===== src/rtl/core/smq_pkg.sv =====
// ----------------------------------------------------------------------------
// smq_pkg: shared types and constants of the selective message queue
// Word layouts for the request and response channels, the stored queue entry,
// the control bundle that goes to each cell, and the status codes.
// ----------------------------------------------------------------------------
`default_nettype none

package smq_pkg;

   // payload word is fixed at 64 bits, eight bytes
   localparam int PAYLOAD_BYTES = 8;

   // opcodes
   localparam logic OP_SEND = 1'b0;
   localparam logic OP_RECV = 1'b1;

   // status codes
   localparam logic [2:0] ST_OK    = 3'd0;
   localparam logic [2:0] ST_FULL  = 3'd1;
   localparam logic [2:0] ST_LARGE = 3'd2;
   localparam logic [2:0] ST_NONE  = 3'd3;
   localparam logic [2:0] ST_RETRY = 3'd4;

   typedef struct packed {
      logic        opcode;
      logic [31:0] sender_id;
      logic [31:0] receiver_id;
      logic [31:0] msg_flags;
      logic [7:0]  payload_size;
      logic [63:0] payload_word;
      logic [47:0] send_time;
      logic        wait_wanted;
   } req_type;

   typedef struct packed {
      logic [2:0]  status;
      logic [31:0] got_sender;
      logic [31:0] got_flags;
      logic [7:0]  got_size;
      logic [63:0] got_payload;
      logic [47:0] got_time;
   } rsp_type;

   // one stored message
   typedef struct packed {
      logic [31:0] sender_id;
      logic [31:0] receiver_id;
      logic [31:0] msg_flags;
      logic [7:0]  payload_size;
      logic [63:0] payload_word;
      logic [47:0] send_time;
   } entry_type;

   // control broadcast to every cell of the chain
   typedef struct packed {
      logic        push;
      logic        pop;
      logic [31:0] key;
      entry_type   entry;
   } cell_cmd_type;

endpackage

`default_nettype wire


===== src/rtl/core/smq_cell.sv =====
// ----------------------------------------------------------------------------
// smq_cell: one place of the message chain
// Holds one entry. Live cells sit packed from the head of the chain. A send
// fills the first empty cell; a receive removes the oldest matching cell and
// every younger cell takes its neighbor's word, closing the gap.
// ----------------------------------------------------------------------------
`default_nettype none

module smq_cell
   import smq_pkg::*;
(
   input  wire logic         clock,
   input  wire logic         reset,
   input  wire cell_cmd_type cmd,
   input  wire logic         prev_valid,  // older neighbor is live
   input  wire logic         found_in,    // an older cell already matched
   input  wire logic         nxt_valid,   // younger neighbor
   input  wire entry_type    nxt_entry,
   output logic              valid,
   output entry_type         entry,
   output logic              found_out,
   output entry_type         sel_entry    // this cell's entry if it is the hit
);

   logic      valid_ff, valid_in;
   entry_type entry_ff, entry_in;
   logic      hit;
   logic      take_next;
   logic      load_new;

   // match and chain control
   assign hit       = valid_ff && (entry_ff.receiver_id == cmd.key);
   assign found_out = found_in || hit;
   assign take_next = cmd.pop && found_out;
   assign load_new  = cmd.push && !valid_ff && prev_valid;
   assign sel_entry = (hit && !found_in) ? entry_ff : '0;

   // next contents
   always_comb begin
      valid_in = valid_ff;
      entry_in = entry_ff;
      if (take_next) begin
         valid_in = nxt_valid;
         entry_in = nxt_entry;
      end else if (load_new) begin
         valid_in = 1'b1;
         entry_in = cmd.entry;
      end
   end

   always_ff @(posedge clock) begin
      if (reset) begin
         valid_ff <= 1'b0;
      end else begin
         valid_ff <= valid_in;
      end
   end

   always_ff @(posedge clock) begin
      entry_ff <= entry_in;
   end

   assign valid = valid_ff;
   assign entry = entry_ff;

endmodule

`default_nettype wire


===== config.mk =====
export PLATFORM = sky130hd
export DESIGN_NAME = smq_cell
export DESIGN_NICKNAME = d
export VERILOG_FILES = /design/src/rtl/core/smq_pkg.sv /design/src/rtl/core/smq_cell.sv
export SDC_FILE = /design/constraint.sdc
export NUM_CORES = 1
export LEC_CHECK = 0
export BUFFER_PORTS_ARGS = -buffer_cell sky130_fd_sc_hd__buf_2
export CAP_MARGIN = 15
export CORE_AREA = 2 2 349 351
export CTS_CLUSTER_SIZE = 8
export DETAILED_ROUTE_END_ITERATION = 12
export DIE_AREA = 0 0 351 353
export SKIP_CTS_REPAIR_TIMING = 1
export SYNTH_ARGS = -nofsm -noshare
export SYNTH_HDL_FRONTEND = slang
export SYNTH_SLANG_ARGS = --single-unit
export TNS_END_PERCENT = 5

===== constraint.sdc =====
create_clock -name clock -period 48.8 [get_ports clock]
set_input_delay 4.88 -clock clock [delete_from_list [all_inputs] [get_ports clock]]
set_output_delay 4.88 -clock clock [all_outputs]
set_load 0.02 [all_outputs]

==> impl.org <==
** STA
- Setup violations remaining at the end of the flow were counted as 0.
- Maximum clock skew at final layout :: 0.0211 ns
- Fin crit period :: 13.72 ns
- Measured against its own limit, the worst slew margin works out to 0.231.
- Worst-Margin Slew :: 1.15 ns
- For this run, the top clock speed supported by timing is 0.0729 GHz.
- Setup_tns :: 0 ns
- Dividing the final minimum period by the clock period gives 0.281.
- Final hold violations :: 0
- Pins Over Slew Limit :: 0
- RSZ-0062 raised after global routing :: false
- Final worst hold slack :: 0.736 ns

** Clocking
- Clock tree synthesis inserted a total of 37 buffers.
- CTS built an H-tree with a depth of 2.
- TritonCTS built the clock tree.
- Counting every sink on the clock net gives 217.
- In this run the clock root is driven by a sky130_fd_sc_hd__clkbuf_16.
- CTS clk-pin slew, worst paths :: 0.06 ns
- At the later pin of the worst-skew pair, clock insertion delay measures 0.58 ns.
- The clock passes through at most 3 buffers.

** Synth
- Synthesized area per cell :: approximately 15 µm²
- Yosys mapped a number of flops with a built-in enable equal to 216.
- FF+latch count, synth :: 217
- Xor/xnor cell area share of the yosys netlist :: 0.0213
- For this run, the register share of the synthesized area comes to 0.564.
- Of the total synthesized cell area, the portion taken by AND, OR, NAND and NOR gates is 0.129.
- The share of synthesized area in the top cell type comes to 0.562.
- Multiplexer fraction of the synthesized cell area :: 0.253
- Yosys printed 0 warnings.
- The commonest cells after synthesis are 216 x sky130_fd_sc_hd__and2_1, 216 x sky130_fd_sc_hd__edfxtp_1, 129 x sky130_fd_sc_hd__mux2_4, 87 x sky130_fd_sc_hd__mux2_2, 20 x sky130_fd_sc_hd__xor2_1.
- When the netlist entered floorplanning its net count stood at 1227.
- After synthesis, the netlist uses 28 different library cells.
- Largest family of logic cells by synthesized area :: multiplexers
- Ranked by total cell area, the synthesized netlist is headed by sky130_fd_sc_hd__edfxtp_1 56%, sky130_fd_sc_hd__mux2_4 17%, sky130_fd_sc_hd__and2_1 12%.
- Synthesis produced a netlist whose cell count is between 700 and 800.
- Adder-cell area share of the yosys netlist :: 0
- Async SR Flop Fraction :: 0
- The most used flip-flop cell after synthesis is sky130_fd_sc_hd__edfxtp_1.
- The biggest area contributor in the post-synthesis netlist is sky130_fd_sc_hd__edfxtp_1.
- Combined area of all synthesized cells :: ~0.012 mm²
- Compound-cell area share of the yosys netlist :: 0.00445

** Power and ir drop
- In this run the power density over the cells is around 32 mW/mm².
- LEAKAGE :: 8.93 nW
- Worst vdd ir :: 0.0000244 V
- Final total power :: 0.601 mW

** Worst setup path
- Maximum fanout along the worst path :: 121
- Reg2Reg Setup Slack :: ~44 ns
- Kind of end point of the critical path :: output pin
- Worst Reg2Reg Path Length in Cells :: 9
- Critical Path AT :: 8.84 ns
- The worst setup path is launched from an input port.
- At the worst endpoint, the required time is between 40 and 50 ns.
- Reg2reg end :: entry[43]$_DFFE_PP_
- The startpoint identified for the worst register-to-register timing path is entry[176]$_DFFE_PP_.
- The worst setup path is of the in2out kind.

** Routing
- For this run, the detailed router's first-pass iteration total came to 5.
- For this block, the initial DRC count from the detailed router was ~680.
- Summing over every cut layer, the via total after detailed routing is 10.6k.
- ANT nets after route :: 0
- Dividing the detail-routed wire length by the instance count gives between 20 and 30 µm.
- Average vias per placed instance :: 3.20
- DRC violation count after routing :: 0
- DRT Wirelength :: between 80000 and 90000 µm

** Floorplanning
- The initialized floorplan defines 128 standard-cell rows.
- Core Box Area :: 0.121 mm²
- The floorplan step defined a die boundary enclosing around 0.12 mm².
- Die outline width :: roughly 350 µm
- Top-Level Pins :: 905
- In this run the vertical extent of the chip is 353 µm.
- The initial utilization of the core area, before any placement, comes to 0.0957.

** Min path
- Terminating pin of the worst hold path :: valid$_SDFFE_PP0P_
- The tightest min-delay check is of the reg2reg type.
- The startpoint identified for the worst hold timing path is valid$_SDFFE_PP0P_.
- Number of cells on the worst hold path :: 2

** Global route
- Total gr overflow :: 0
- Across every metal layer, demand over resource in global routing totals 0.135.
- Maximum number of pins on one net before global-route repair :: ~120
- Via count of the first global-routing pass :: approximately 11k
- The first global-routing pass estimated 107000 µm of wire.
- Number of antenna violations at the first check in global routing :: between 90 and 100

** Final layout
- The net count of the finished layout is 2135.
- Area taken by flip-flops and latches :: ~0.0065 mm²
- Fill cells in the final layout number 13.5k.
- Fraction of final layout cells with drive strength greater than 1 :: 0.706
- Relative to the synthesized area, the layout overhead comes to 65.2%.
- The finished cells cover 0.0191 mm².
- Multi-input gate area in the final layout :: 0.00473 mm²

** Placement
- At the end of routability-driven placement, the weighted congestion stood at 0.876.
- Total of buffers placed on input and output ports :: 904
- Detailed placement ended at an HPWL of around 77000 µm.
- Once placement finished, the instance area stood at 0.0179 mm².

** Status
- The flow ran to the end, and the final reports show no timing, DRC or antenna violations.

** Job
- Maxcap violations :: 0
==> per-layer routing <==
| layer | up-vias | global-route usage | share of wire |
|---|---|---|---|
| li1 | 4550 | - | - |
| met1 | 5073 | 0.154 | 0.38 |
| met2 | 731 | 0.217 | 0.45 |
| met3 | 202 | 0.0738 | 0.13 |
| met4 | 62 | 0.0383 | 0.030 |
| met5 | - | 0 | 0.0045 |
==> final cells by class <==
cell class	instances	share of cell area
antenna	13	0.00171
clock buffer	43	0.0520
clock inverter	11	0.00716
inverter	2	0.000394
multi-input combinational	489	0.248
sequential	217	0.341
tap	1625	0.107
timing repair buffer	917	0.243
==> report_power, final <==
part           leakage [nW]  total, mW  switching [mW]  internal, mW
Clock                 0.547      0.260           0.102         0.158
Sequential             2.08      0.245          0.0195         0.226
Combinational          6.30     0.0958          0.0533        0.0425
==> kinds of logic (layout without fill, tap and decap cells) <==
logic type | after synthesis | after routing
flip-flops | 217 | 217
buffers and inverters | 50 | 973
AO/OA/AOI/OAI | 7 | 7
other | 0 | 13
multiplexers | 216 | 216
XOR/XNOR | 28 | 28
AND/OR/NAND/NOR | 238 | 238
==> worst max-delay path by stage <==
stage	from	end	slack (ns)	depth (start not counted)
6_report	cmd[245]	sel_entry[84]	35.08	10
5_1_grt	cmd[231]	sel_entry[84]	34.88	9
4_1_cts	cmd[231]	sel_entry[84]	35.11	9
3_5_place_dp	cmd[231]	sel_entry[84]	35.12	9
3_3_place_gp	cmd[231]	sel_entry[84]	35.04	9
2_1_floorplan	prev_valid	entry[0]$_DFFE_PP_	27.75	2
==> critical path: stages <==
cell and delay [ns]:
sky130_fd_sc_hd__buf_2 0.10, sky130_fd_sc_hd__xor2_1 0.15, sky130_fd_sc_hd__nor4_1 0.83, sky130_fd_sc_hd__buf_4 0.27
sky130_fd_sc_hd__nand4_1 0.17, sky130_fd_sc_hd__nor4_2 0.50, sky130_fd_sc_hd__nor2b_4 0.23, sky130_fd_sc_hd__buf_4 0.78
sky130_fd_sc_hd__and2_1 0.48, sky130_fd_sc_hd__buf_2 0.25
==> through the flow <==
| stage | cells | setup slack [ns] | util |
|---|---|---|---|
| after floorplan | 756 | 27.75 | - |
| after global placement | 3250 | 35.04 | 0.148 |
| after detailed placement | 3250 | 35.12 | 0.148 |
| after CTS | 3304 | 35.11 | 0.158 |
| after global routing | 3311 | 34.88 | 0.158 |
| final | 3317 | 35.08 | 0.158 |
==> placed cells by master (no fill, tap or decap), drive strengths merged, types with 3 or more instances in the layout <==
master	instances
buf	917
and2	216
edfxtp	216
mux2	216
clkbuf	43
xor2	20
diode	13
xnor2	8
nor4	6
nor2b	5
clkinv	5
nand2	3
nand3	3
bufinv	3
inv	3
==> state kept, by name, summed over array words and instances (netlist names) <==
name,cells
entry,216
valid,1
Note: power is estimated with default switching activity, not from simulation.
